`config.mk`:
```
export PLATFORM = sky130hd
export DESIGN_NAME = tsm_locals
export DESIGN_NICKNAME = d
export VERILOG_FILES = /design/src/rtl/tsm_pkg.sv /design/src/rtl/tsm_locals.sv
export SDC_FILE = /design/constraint.sdc
export NUM_CORES = 1
export LEC_CHECK = 0
export BUFFER_PORTS_ARGS = -buffer_cell sky130_fd_sc_hd__buf_2
export CAP_MARGIN = 25
export CORE_ASPECT_RATIO = 0.9
export CORE_MARGIN = 1.5
export CORE_UTILIZATION = 35
export CTS_CLUSTER_SIZE = 40
export DETAILED_ROUTE_END_ITERATION = 6
export SYNTH_ARGS = -nofsm -noshare
export SYNTH_HDL_FRONTEND = slang
export SYNTH_SLANG_ARGS = --single-unit
export TNS_END_PERCENT = 100
```
`constraint.sdc`:
```
create_clock -name clk -period 1.85 [get_ports clk]
set_clock_uncertainty 0.2 [all_clocks]
set_input_delay 0.0925 -clock clk [delete_from_list [all_inputs] [get_ports clk]]
set_output_delay 0.0925 -clock clk [all_outputs]
set_load 0.03 [all_outputs]
```
`src/rtl/tsm_pkg.sv`:
```
// ----------------------------------------------------------------------------
// tsm_pkg
// Shared types and constants of the typed stack machine step block.
// ----------------------------------------------------------------------------
package tsm_pkg;

    localparam int STACK_DEPTH = 64;
    localparam int LOCAL_COUNT = 16;

    localparam int CNT_W   = $clog2(STACK_DEPTH + 1);
    localparam int LIDX_W  = (LOCAL_COUNT > 1) ? $clog2(LOCAL_COUNT) : 1;
    localparam int MODE_W  = 4;
    localparam int DATA_W  = 32;
    localparam int INDEX_W = 8;
    localparam int IP_W    = 16;
    localparam int STAT_W  = 3;
    localparam int DEPTH_W = 7;

    // opcodes
    localparam logic [MODE_W-1:0] OP_NOP   = 4'd0;
    localparam logic [MODE_W-1:0] OP_DUP   = 4'd1;
    localparam logic [MODE_W-1:0] OP_POP   = 4'd2;
    localparam logic [MODE_W-1:0] OP_LDC   = 4'd3;
    localparam logic [MODE_W-1:0] OP_ADD   = 4'd4;
    localparam logic [MODE_W-1:0] OP_SUB   = 4'd5;
    localparam logic [MODE_W-1:0] OP_MUL   = 4'd6;
    localparam logic [MODE_W-1:0] OP_LDLOC = 4'd7;
    localparam logic [MODE_W-1:0] OP_STLOC = 4'd8;
    localparam logic [MODE_W-1:0] OP_BR    = 4'd9;
    localparam logic [MODE_W-1:0] OP_RET   = 4'd10;

    // status codes
    localparam logic [STAT_W-1:0] ST_OK     = 3'd0;
    localparam logic [STAT_W-1:0] ST_UNDER  = 3'd1;
    localparam logic [STAT_W-1:0] ST_OVER   = 3'd2;
    localparam logic [STAT_W-1:0] ST_BADLOC = 3'd3;
    localparam logic [STAT_W-1:0] ST_TYPE   = 3'd4;

    // tagged value: tag set means the entry holds an integer, clear means null
    typedef struct packed {
        logic              tag;
        logic [DATA_W-1:0] val;
    } entry_t;

    // what one stack cell does in a cycle
    typedef enum logic [1:0] {
        CELL_HOLD,
        CELL_TAKE_UP,
        CELL_TAKE_DN1,
        CELL_TAKE_DN2
    } cell_cmd_t;

    typedef struct packed {
        cell_cmd_t top_cmd;
        cell_cmd_t rest_cmd;
        entry_t    new_top;
    } stack_ctl_t;

    typedef struct packed {
        logic [STAT_W-1:0]  status;
        logic [IP_W-1:0]    instr_pointer;
        logic [DEPTH_W-1:0] depth;
        logic [DATA_W-1:0]  top_value;
        logic               top_is_int;
    } result_t;

endpackage

```
`src/rtl/tsm_locals.sv`:
```
// ----------------------------------------------------------------------------
// tsm_locals
// Local variable file of tagged values, reset to null.
// ----------------------------------------------------------------------------
module tsm_locals import tsm_pkg::*;
(
    input  logic              clk,
    input  logic              rst_n,
    input  logic [LIDX_W-1:0] idx,
    input  logic              we,
    input  entry_t            wdata,
    output entry_t            rdata
);

    entry_t loc_reg [LOCAL_COUNT];

    always_ff @(posedge clk or negedge rst_n)
    begin
        if (!rst_n)
        begin
            for (int i = 0; i < LOCAL_COUNT; i++)
            begin
                loc_reg[i] <= '0;
            end
        end
        else if (we)
        begin
            loc_reg[idx] <= wdata;
        end
    end

    assign rdata = loc_reg[idx];

endmodule
```
; ---- Word-level counts from Yosys, hierarchy flattened
; Index checks and enable logic that the tools add are counted.
[word_totals]
in_bits = 40
elab_cells = 42
reg_bits = 528
output_inout_bits = 33
[classes]
bitwise_logic = 1
reduce_logical = 1
n_mux = 6
order_cmp = 2
[op_table]
columns = cell, n
row1 = $bwmux 528, 1
row2 = $bmux 33 s4, 1
row3 = $demux 33 s4, 1
row4 = $mux 33, 3
row5 = $ge 5x5->1 const B, 1
row6 = $lt 5x1->1 const B, 1
row7 = $not 4->5, 1
row8 = $logic_and 1x1->1, 1

; ---- Depth between registers and ports, before layout
[depth]
ltp_word = 6
ltp_mapped = 6
mapped_depth_nobuf = 3

; ---- Worst setup path after synthesis
; OpenSTA, ideal clock, no wires.
[synth_timing]
kind = input-to-output
start = in idx[1]
end = out rdata[0] in the netlist's numbering
stages = 6
arrival_ns = 1.467
setup_slack_ns = 0.090
path_cell_list = buf_2 > clkbuf_1 > buf_2 > mux4_2 > a22oi_1 > nand2_1
[synth_lines]
columns = element, line_no
row1 = from (decl), tsm_locals.sv:9  ; input logic [LIDX_W-1:0] idx,
row2 = to (decl), tsm_locals.sv:12  ; output entry_t rdata

==> impl_metrics.sql <==
INSERT INTO impl_metrics (metric_group, metric, value, unit) VALUES
('outcome', 'run_status', 'finished, violations left', ''),
('outcome', 'failing_checks', 'setup timing', ''),
('worst_setup_path', 'worstPathMaxFanout', '2', ''),
('worst_setup_path', 'critPathArrivalTime', '1.99', 'ns'),
('final_layout', 'largest_register_ff_count', '528', ''),
('power_and_ir_drop', 'ir_worst_vdd', '727', 'uV'),
('grt', 'first_global_vias', '14600', ''),
('timing', 'fmax', '437', 'MHz'),
('placed_design', 'placed_cell_area', '0.0259', 'mm^2'),
('clocking', 'clk-insertion-delay-late', '0.62', 'ns'),
('routing', 'final_antenna_net_count', '0', ''),
('grt', 'grt_util_all_layers', '0.175', ''),
('routing', 'first_iter_violations', '701', ''),
('worst_setup_path', 'worstPathRequired', '1.56', 'ns'),
('timing', 'timing.max_slew.rel_slack', '0.729', ''),
('timing', 'final_min_period_over_clock_period', '1.24', ''),
('yosys', 'post_synth_instance_area', '0.0235', 'mm^2'),
('timing', 'max_slew.worst_pin.slew', '0.407', 'ns'),
('timing', 'whs', '0.0287', 'ns'),
('worst_setup_path', 'worst_path_max_delay_cell', 'mux4_2', ''),
('yosys', 'syn-num-nets', '1487', ''),
('floorplan', 'start_util', '0.356', ''),
('hold_path', 'worst_hold_path_type', 'in2reg', ''),
('grt', 'wire_length_of_the_first_global_routing_pass', '91900', 'um'),
('timing', 'finalHoldViolations', '0', ''),
('clocking', 'tritoncts.num_buffers', '55', ''),
('yosys', 'synth.yosys.seq_area_share', '0.562', ''),
('grt', 'grt.overflow.total', '0', ''),
('yosys', 'synth-seq-cells', '528', ''),
('placed_design', 'dp.final_hpwl', '36200', 'um'),
('worst_setup_path', 'kind_of_cell_adding_the_most_delay_to_the_critical_path', 'multiplexers', ''),
('final_layout', 'finalNonFillerCells', '2502', ''),
('floorplan', 'rows', '89', ''),
('floorplan', 'core-area', '0.0660', 'mm^2'),
('routing', 'detail_route.wl_per_cell', '23.6', 'um'),
('clocking', 'cts_tree', 'built', ''),
('timing', 'rsz0062_at_grt', 'true', ''),
('routing', 'detailroute.via_count', '13300', ''),
('power_and_ir_drop', 'power_per_cell_area', '1160', 'mW/mm^2'),
('routing', 'detail_route.drc_violations', '0', ''),
('worst_setup_path', 'cp-start-kind', 'flop', ''),
('placed_design', 'placement_setup_slack', '-0.163', 'ns'),
('final_layout', 'finalNetCount', '1635', ''),
('worst_setup_path', 'setup.worst_path.class', 'reg2out', ''),
('floorplan', 'design.die.area', '0.0688', 'mm^2'),
('floorplan', 'io_pins', '73', ''),
('worst_setup_path', 'cp_num_buf_inv', '1', ''),
('clocking', 'cts.reportedPaths.clkPinSlew', '0.06', 'ns'),
('routing', 'detail_route.wirelength', '58900', 'um'),
('routing', 'drt-pass1-iter-count', '6', ''),
('timing', 'tmin_final', '2.29', 'ns'),
('floorplan', 'die-width', '276', 'um'),
('timing', 'final_critical_path_setup_slack', '-0.437', 'ns'),
('yosys', 'synth.distinct_cells', '19', ''),
('clocking', 'h_tree_levels', '2', ''),
('floorplan', 'die_h', '249', 'um'),
('final_layout', 'final_design_area_no_fill', '0.0287', 'mm^2'),
('yosys', 'postSynthAreaPerCell', '16.3', 'um^2'),
('placed_design', 'gpl.final_weighted_congestion', '0.737', ''),
('worst_setup_path', 'crit_chain', 'mux4_2 > a22oi_2 > nand2_2 > buf_6', ''),
('worst_setup_path', 'endpoint_kind', 'primary output', ''),
('run', 'max_cap_viols', '0', ''),
('placed_design', 'place.port_buffers', '72', ''),
('clocking', 'clock_path_buffers', '3', ''),
('timing', 'finalSetupViolations', '33', ''),
('placed_design', 'dp_cells', '2356', ''),
('timing', 'finalMaxSlewViolations', '0', ''),
('final_layout', 'post_route_cells_drive_above_1_share', '0.611', ''),
('routing', 'avgViaCountPerCell', '5.32', ''),
('clocking', 'ctsRootBufferMaster', 'clkbuf_16', ''),
('yosys', 'syn_inst', '1447', ''),
('clocking', 'clock_sinks', '528', ''),
('yosys', 'synth_warnings', '0', ''),
('grt', 'antenna_found_initial', '1', ''),
('power_and_ir_drop', 'power.leakage', '12.1', 'nW'),
('final_layout', 'areaGrowthSynthToFinish', '22.1', '%'),
('grt', 'grt_start_max_net_pins', '74', ''),
('worst_setup_path', 'cp_slowest_stage_delay', '0.49', 'ns'),
('final_layout', 'antenna_cells', '0', '');
==> power breakdown <==
group          switching, mW  internal (mW)  leakage (nW)  total [mW]
clock                   4.71           6.49         0.911        11.2
combinational           2.65           4.08          4.68        6.73
sequential              1.29           14.2          6.47        15.5
total                   8.65           24.8          12.1        33.5
==> worst reg2reg max path, delay by kind of cell, from the launching register on <==
kind                   cells  cell delay [ns]
buffers and inverters      2             0.68
flip-flops                 1             0.38
multiplexers               1             0.28
==> final cells by class <==
class,instances,area [um^2]
well taps,864,1080
flip-flops and latches,528,13200
repair buffers,222,2410
fillers,5883,37300
clock inverters,17,178
multi-input cells,788,10200
clock buffers,83,1660
==> through the flow <==
step           power [mW]  setup TNS, ns  utilization
2_1_floorplan        19.9              0            -
3_3_place_gp         21.5         -18.98        0.392
3_5_place_dp         21.8         -24.66        0.392
4_1_cts              33.8         -13.56        0.434
5_1_grt              35.1         -14.76        0.435
6_report             33.5         -12.03        0.435
==> layer usage <==
layer	wire (um)	part of all wire	track usage
met4	1310	0.022	0.0453
met3	2540	0.043	0.0348
met2	27800	0.47	0.278
met5	10	0.00017	0
met1	27300	0.46	0.245
==> worst paths after layout <==
path / startpoint / to / cells past startpoint / slack (ns)
worst max-delay path: loc_reg[401] / rdata[5] / 4 / -0.44
min in group asynchronous: rst_n / loc_reg[427] / 4 / 0.51
worst min-delay path: idx[1] / loc_reg[455] / 5 / 0.03
max in group asynchronous: rst_n / loc_reg[268] / 4 / 0.52
worst max register to register: loc_reg[516] / loc_reg[516] / 3 / 0.18
worst min register to register: loc_reg[525] / loc_reg[525] / 1 / 0.29
==> Yosys cell counts (all sizes together) <==
| cell type | count | area [um^2] |
|---|---|---|
| dfrtp | 528 | 13200 |
| mux2 | 528 | 5950 |
| mux4 | 132 | 2970 |
| buf | 77 | 382 |
| a22oi | 66 | 495 |
| clkbuf | 54 | 203 |
| nand2 | 35 | 131 |
| nor2 | 7 | 26.3 |
| nor3 | 6 | 60.1 |
| nand2b | 3 | 18.8 |
| nand3 | 2 | 10.0 |
| nand3b | 2 | 15.0 |
| nor2b | 2 | 12.5 |
| or3 | 2 | 12.5 |
| and2 | 1 | 6.26 |
| nor4 | 1 | 12.5 |
| or4 | 1 | 7.51 |
==> layout by cell type, fill, tap and decap left out, drive strengths merged, types with 3 or more instances in the layout <==
master       count
mux4           132
nand2           35
dlygate4sd3     40
nand2b           3
inv              4
mux2           528
buf            182
nor3             6
dfrtp          528
a22oi           66
nor2             7
clkinv           9
clkbuf          83
==> what timing repair did <==
item	4_1_cts	5_1_grt
resized for setup	133	13
hold buffers	41	0
endpoints found under the setup margin	33	34
gates cloned	0	0
buffers inserted	5	0
hold endpoints to repair	1056	0
pin swaps	73	7
==> logic make-up (layout without fill, tap and decap cells) <==
group / count (synthesis) / in the layout / share of synthesized area
AOI/OAI and AO/OA: 66 / 66 / 0.0211
buffers and inverters: 131 / 322 / 0.0248
and+or+nand+nor: 62 / 62 / 0.0133
muxes: 660 / 660 / 0.379
DFF: 528 / 528 / 0.562
No activity file was read; power rests on OpenSTA's default activity.
