$ cat src/rtl/tsm_pkg.sv
// ----------------------------------------------------------------------------
// tsm_pkg
// Shared types and constants of the typed stack machine step block.
// ----------------------------------------------------------------------------
package tsm_pkg;

    localparam int STACK_DEPTH = 64;
    localparam int LOCAL_COUNT = 16;

    localparam int CNT_W   = $clog2(STACK_DEPTH + 1);
    localparam int LIDX_W  = (LOCAL_COUNT > 1) ? $clog2(LOCAL_COUNT) : 1;
    localparam int MODE_W  = 4;
    localparam int DATA_W  = 32;
    localparam int INDEX_W = 8;
    localparam int IP_W    = 16;
    localparam int STAT_W  = 3;
    localparam int DEPTH_W = 7;

    // opcodes
    localparam logic [MODE_W-1:0] OP_NOP   = 4'd0;
    localparam logic [MODE_W-1:0] OP_DUP   = 4'd1;
    localparam logic [MODE_W-1:0] OP_POP   = 4'd2;
    localparam logic [MODE_W-1:0] OP_LDC   = 4'd3;
    localparam logic [MODE_W-1:0] OP_ADD   = 4'd4;
    localparam logic [MODE_W-1:0] OP_SUB   = 4'd5;
    localparam logic [MODE_W-1:0] OP_MUL   = 4'd6;
    localparam logic [MODE_W-1:0] OP_LDLOC = 4'd7;
    localparam logic [MODE_W-1:0] OP_STLOC = 4'd8;
    localparam logic [MODE_W-1:0] OP_BR    = 4'd9;
    localparam logic [MODE_W-1:0] OP_RET   = 4'd10;

    // status codes
    localparam logic [STAT_W-1:0] ST_OK     = 3'd0;
    localparam logic [STAT_W-1:0] ST_UNDER  = 3'd1;
    localparam logic [STAT_W-1:0] ST_OVER   = 3'd2;
    localparam logic [STAT_W-1:0] ST_BADLOC = 3'd3;
    localparam logic [STAT_W-1:0] ST_TYPE   = 3'd4;

    // tagged value: tag set means the entry holds an integer, clear means null
    typedef struct packed {
        logic              tag;
        logic [DATA_W-1:0] val;
    } entry_t;

    // what one stack cell does in a cycle
    typedef enum logic [1:0] {
        CELL_HOLD,
        CELL_TAKE_UP,
        CELL_TAKE_DN1,
        CELL_TAKE_DN2
    } cell_cmd_t;

    typedef struct packed {
        cell_cmd_t top_cmd;
        cell_cmd_t rest_cmd;
        entry_t    new_top;
    } stack_ctl_t;

    typedef struct packed {
        logic [STAT_W-1:0]  status;
        logic [IP_W-1:0]    instr_pointer;
        logic [DEPTH_W-1:0] depth;
        logic [DATA_W-1:0]  top_value;
        logic               top_is_int;
    } result_t;

endpackage

$ cat src/rtl/tsm_cell.sv
// ----------------------------------------------------------------------------
// tsm_cell
// One operand stack slot; takes its neighbor's entry on push or pop, or the entry two below on a double pop.
// ----------------------------------------------------------------------------
module tsm_cell import tsm_pkg::*;
(
    input  logic      clk,
    input  cell_cmd_t cmd,
    input  entry_t    up,
    input  entry_t    dn1,
    input  entry_t    dn2,
    output entry_t    q
);

    entry_t q_reg;

    always_ff @(posedge clk)
    begin
        case (cmd)
            CELL_TAKE_UP:  q_reg <= up;
            CELL_TAKE_DN1: q_reg <= dn1;
            CELL_TAKE_DN2: q_reg <= dn2;
            default:       q_reg <= q_reg;
        endcase
    end

    assign q = q_reg;

endmodule

$ cat src/rtl/tsm_stack.sv
// ----------------------------------------------------------------------------
// tsm_stack
// Operand stack as a row of cells, top at cell zero.
// ----------------------------------------------------------------------------
module tsm_stack import tsm_pkg::*;
(
    input  logic       clk,
    input  stack_ctl_t ctl,
    output entry_t     s0,
    output entry_t     s1,
    output entry_t     s2
);

    entry_t q [STACK_DEPTH];

    for (genvar i = 0; i < STACK_DEPTH; i++)
    begin : g_cell
        entry_t    up_i;
        entry_t    dn1_i;
        entry_t    dn2_i;
        cell_cmd_t cmd_i;

        if (i == 0)
        begin : g_top
            assign up_i  = ctl.new_top;
            assign cmd_i = ctl.top_cmd;
        end
        else
        begin : g_mid
            assign up_i  = q[i-1];
            assign cmd_i = ctl.rest_cmd;
        end

        if (i + 1 < STACK_DEPTH)
        begin : g_dn1
            assign dn1_i = q[i+1];
        end
        else
        begin : g_dn1_end
            assign dn1_i = '0;
        end

        if (i + 2 < STACK_DEPTH)
        begin : g_dn2
            assign dn2_i = q[i+2];
        end
        else
        begin : g_dn2_end
            assign dn2_i = '0;
        end

        tsm_cell u_cell (
            .clk (clk),
            .cmd (cmd_i),
            .up  (up_i),
            .dn1 (dn1_i),
            .dn2 (dn2_i),
            .q   (q[i])
        );
    end

    assign s0 = q[0];
    assign s1 = q[1];

    if (STACK_DEPTH > 2)
    begin : g_s2
        assign s2 = q[2];
    end
    else
    begin : g_s2_none
        assign s2 = '0;
    end

endmodule

$ cat config.mk
export PLATFORM = sky130hd
export DESIGN_NAME = tsm_stack
export DESIGN_NICKNAME = d
export VERILOG_FILES = /design/src/rtl/tsm_pkg.sv /design/src/rtl/tsm_cell.sv /design/src/rtl/tsm_stack.sv
export SDC_FILE = /design/constraint.sdc
export NUM_CORES = 2
export LEC_CHECK = 0
export ABC_CLOCK_PERIOD_IN_PS = 48200
export BUFFER_PORTS_ARGS = -buffer_cell sky130_fd_sc_hd__buf_2
export CAP_MARGIN = 0
export CORE_MARGIN = 1.5
export CORE_UTILIZATION = 55
export CTS_CLUSTER_SIZE = 12
export DETAILED_ROUTE_END_ITERATION = 12
export PLACE_DENSITY = 0.71
export SYNTH_ARGS = -nofsm -noshare
export SYNTH_HDL_FRONTEND = slang
export SYNTH_SLANG_ARGS = --single-unit
export TNS_END_PERCENT = 100
$ cat constraint.sdc
create_clock -name clk -period 48.2 [get_ports clk]
set_clock_uncertainty 0.2 [all_clocks]
set_input_delay 9.64 -clock clk [delete_from_list [all_inputs] [get_ports clk]]
set_output_delay 9.64 -clock clk [all_outputs]
set_load 0.01 [all_outputs]
; Word level (Yosys, flattened, before mapping)
; Index checks and enable logic that the tools add are counted.
[totals]
ff_bits = 2112
in_bits = 38
output_inout_bits = 99
word_cells = 202
[classes]
n_eq_ne = 6
mux = 64
n_reduce_logical = 4
[op_table]
columns = operator, count
row1 = $pmux 33 s3, 63
row2 = $pmux 33 s2, 1
row3 = $eq 2x2->1 const B, 4
row4 = $reduce_bool 3->1, 2
row5 = $eq 2x1->1 const B, 2
row6 = $reduce_bool 2->1, 1
row7 = $reduce_or 2->1, 1

; Depth between registers and ports, before layout
[depth]
ltp_word = 3
depth_mapped = 6
mapped_depth_nobuf = 2

; Cells and area by module
; A second synthesis with hierarchy kept.
[hier_totals]
cells_unflattened = 9217
hier_area_um2 = 110029.3
[modules_own_cells]
columns = module, instances, cells_each, area_each_um2, seq_area_each_um2
row1 = tsm_cell, 64, 144, 1719.1, 991.0
row2 = tsm_stack, 1, 1, 3.8, 0.0

; Least setup slack after synthesis
; No wires, ideal clock.
[synth_path]
path_kind = in2reg
start = in ctl[34] (netlist bit)
end = reg g_cell[10].u_cell.q_reg, in the netlist g_cell[10].u_cell.q[0] (enable)
setup_time_ns = 1.621
arrival_time_ns = 34.928
required_time_ns = 46.379
slack_ns = 11.451
path_stages = 5
n_path_buf = 4
cell_sequence = buf_2 buf_4 buf_2 clkbuf_1 or2_2
[synth_between]
elab_chain_cells = 2
elab_cells_between_ends = 4
cone_classes = eq/ne (3) / reduce/logical (1)
[synth_lines]
columns = item, line
row1 = "start, declared", tsm_stack.sv:8  ; input stack_ctl_t ctl,
row2 = $eq 2x1->1 or $eq 2x2->1 (tied branches), tsm_cell.sv:19  ; case (cmd)
row3 = $reduce_bool 3->1 (no source line) (*), -
row4 = "end signal, assigned", tsm_cell.sv:20  ; CELL_TAKE_UP: q_reg <= up;
row5 = "end signal, assigned", tsm_cell.sv:21  ; CELL_TAKE_DN1: q_reg <= dn1;
row6 = "end signal, assigned", tsm_cell.sv:22  ; CELL_TAKE_DN2: q_reg <= dn2;
row7 = "end, declared", tsm_cell.sv:15  ; entry_t q_reg;
; Every way passes the cells marked *; elsewhere a longest branch is shown, timed or not.
; A chain may end at the register's enable or synchronous reset.

; Worst setup path in the final report
[layout_path]
start = in ctl[34] (netlist bit)
end = reg g_cell[36].u_cell.q_reg, in the netlist g_cell[36].u_cell.q[24] (data pin)
[layout_between]
elab_chain_cells = 2
elab_cells_between_ends = 4
cone_classes = eq/ne (3) / mux (1)
[layout_lines]
columns = item, line
row1 = $eq 2x2->1 or $eq 2x1->1 (tied branches), tsm_cell.sv:19
row2 = $pmux 33 s3 (*), tsm_cell.sv:19
row3 = "end signal, assigned", tsm_cell.sv:20
row4 = "end signal, assigned", tsm_cell.sv:21
row5 = "end signal, assigned", tsm_cell.sv:22
row6 = "end, declared", tsm_cell.sv:15
; Marked as above.

==> run summary <==
========================================================================================
Skew-Pair Late Insertion Delay                                                   0.84 ns
Commonest non-fill, non-tap cell in the layout                                  edfxtp_1
Crit end category                                                               register
Total of flip-flops plus latches after synthesis                                    2112
Core region area                                                              195000 um2
Post-synthesis mux area share                                                      0.189
Total design power                                                               4.69 mW
Power per cell area                                                          41.2 nW/um2
Worst hold start                                                            g_cell[62].u_cell.q[17]
Total routed wirelength                                                           182 mm
Maximum net fanout on the critical path                                              233
Part of the total power dissipated in combinational logic                          0.120
Mapped Avg Cell Area                                                            11.9 um2
Destination of the worst register-to-register timing path                   g_cell[0].u_cell.q[3]
Gp weighted congestion                                                             0.869
Antenna violations before repair                                                       3
Ratio of routed vias to standard cells                                              5.63
DRC violations left                                                                    0
Number of standard-cell rows in the floorplan                                        162
First-pass GRT wire length                                                        307 mm
Distinct cell type count of the synthesized netlist                                   16
Clock Pin Slew Worst Setup and Hold Paths                                        0.06 ns
Vias in the first global route                                                     62800
CTS Root Buffer Type                                                           clkbuf_16
Syn Nets                                                                            9120
Router iterations before antenna repair                                                5
Number of cells upsized or downsized after cts                                         0
Number of instances in the synthesized netlist                                      9082
Max reg flops                                                                       2112
Total GRT Usage                                                                    0.178
Area of the mapped netlist                                                    108000 um2
Antenna viol nets, final                                                               0
CTS tree                                                                            done
Full die area                                                                 200000 um2
Transition time at the pin with the least slew margin                            1.32 ns
Max-slew violation count                                                               0
Hold crit path type                                                           reg -> reg
CP arrival                                                                      15.61 ns
Combinational family with the most area after synthesis                     multiplexers
Number of CTS-inserted buffers                                                       219
Area share of xor/xnor cells in the synthesized design                                 0
Fraction of power consumed by sequential logic                                     0.544
Average detailed-routed wire length per instance                                 15.7 um
Instance count along the most critical hold path                                       1
Most used cells in the layout excluding fill and tap cells                  edfxtp_1, mux2i_1, nor2_1, a21oi_1, clkbuf_16
Port Buffer Count                                                                    136
Count of routing violations after the opening detailed-route iteration              4914
Vias                                                                               65500
Clock net sink count                                                                2112
Max Clk Rate                                                                    65.5 MHz
Top-Level Pins                                                                       137
Register-to-Register Path Depth                                                        2
Worst reg2reg path startpoint                                               g_cell[2].u_cell.q[3]
Setup repair bufs after CTS                                                            0
Leakage Power                                                                    43.6 nW
Portion of the post-synthesis area used by sequential elements                     0.586
Worst-case clock buffer depth                                                          3
Height of the chip                                                                447 um
Synth Area in Compound Gates                                                      0.0965
Remaining Overflow, GRT                                                                0
Final-report hold violation count                                                      0
Level count of the clock H-tree                                                        4
Slew HR                                                                            0.120
Total half-perimeter wirelength after legalization and detailed placement         108 mm
Total Negative Setup Slacks                                                         0 ns
Startpoint class of the critical path                                       primary input
Post-synthesis to final-layout area growth                                         5.17%
Post-layout nets                                                                    8863
Pin count of the biggest net entering global routing                                 313
Worst Hold Path EP                                                          g_cell[63].u_cell.q[17]
Worst IR Drop VDD                                                              0.0361 mV
Simple-gate share of the synthesized area                                         0.0741
Internal power consumption                                                       3.49 mW
Switching power                                                                  1.20 mW
CP required                                                                     48.55 ns
DIE WIDTH                                                                         447 um
Result of the run                                                           complete, no violations
Total of endpoints with negative setup slack in the final report                       0
Adder-Cell Fraction of Synth Area                                                      0
Worst setup slack for register-to-register paths                                46.76 ns
Share of the clock period used by the worst path after layout                      0.317
Fraction of layout cells with a size suffix above 1                               0.0547
Proportion of total power due to net switching                                     0.256
Minimum clock period                                                            15.26 ns
Clock Power Share                                                                  0.336
Total of warnings raised by yosys                                                      0
Count of max-cap constraint violations                                                 0
Unrepaired setup endpoints after global routing                                       no
Hold Buf Count CTS                                                                     0
Initial Util                                                                       0.555
Startpoint-to-endpoint class of the critical path                              in -> reg
========================================================================================
[kinds of logic after synthesis]
| group | Yosys count |
|---|---|
| buffers and inverters | 731 |
| DFF | 2112 |
| and+or+nand+nor | 2114 |
| AOI/OAI and AO/OA | 2079 |
| muxes | 2046 |
[area by class of cell]
class | instances | area (um2)
antenna | 2 | 5.00
clock buffer | 290 | 5850
clock inverter | 102 | 724
fill | 15800 | 81300
inverter | 33 | 124
multi-input combinational | 6239 | 39000
sequential | 2112 | 63400
tap | 2624 | 3280
timing repair buffer | 220 | 1520
[metrics by stage]
stage / instances / utilization / hold WS [ns] / setup WS [ns] / area (um2)
global placement: 11200 / 0.550 / 0.372 / 32.37 / 107000
detailed placement: 11200 / 0.550 / 0.390 / 32.25 / 107000
finish: 11600 / 0.583 / 0.400 / 32.94 / 114000
global route: 11600 / 0.583 / 0.441 / 32.47 / 114000
floorplan: 9082 / - / 0.359 / 11.45 / 108000
CTS: 11600 / 0.583 / 0.392 / 33.15 / 114000
[critical path: stages]
cell,delay (ns)
buf_12,0.35
buf_12,0.62
buf_4,0.63
buf_4,0.73
buf_4,0.75
buf_4,0.79
buf_4,0.77
buf_4,0.72
a21oi_1,0.15
[cells in the mapped netlist (all sizes together)]
master	instances	share of area
a21oi	2046	0.095
buf	461	0.045
clkbuf	237	0.0082
edfxtp	2112	0.59
inv	33	0.0011
mux2i	2046	0.19
nand2	33	0.0011
nor2	2046	0.071
nor2b	33	0.0019
o22ai	33	0.0019
or2	2	0.00012
[worst max path at each step]
stage	startpoint	endpoint	slack [ns]	cells after the start
2_1_floorplan	ctl[34]	g_cell[10].u_cell.q[0]	11.45	5
3_3_place_gp	ctl[34]	g_cell[37].u_cell.q[24]	32.37	9
3_5_place_dp	ctl[34]	g_cell[33].u_cell.q[24]	32.25	9
4_1_cts	ctl[34]	g_cell[36].u_cell.q[24]	33.15	9
5_1_grt	ctl[34]	g_cell[35].u_cell.q[24]	32.47	9
6_report	ctl[34]	g_cell[36].u_cell.q[24]	32.94	9
[metal layers]
layer  vias up  global-route usage  wire, um  share of wire
li1      32900                   -         -              -
met4         2              0.0501      4190          0.023
met1     31600               0.249     84800           0.47
met5         -                   0        13       0.000071
met2       781               0.291     86800           0.48
met3       278              0.0271      6190          0.034
[power by group through the flow]
stage | clock (mW) | sequential [mW] | combinational, mW
global placement | 0 | 2.58 | 0.547
CTS | 1.62 | 2.55 | 0.570
detailed placement | 0 | 2.59 | 0.568
finish | 1.57 | 2.55 | 0.563
floorplan | 0 | 2.61 | 0.495
global route | 1.68 | 2.59 | 0.641
No activity file was read; power rests on OpenSTA's default activity.
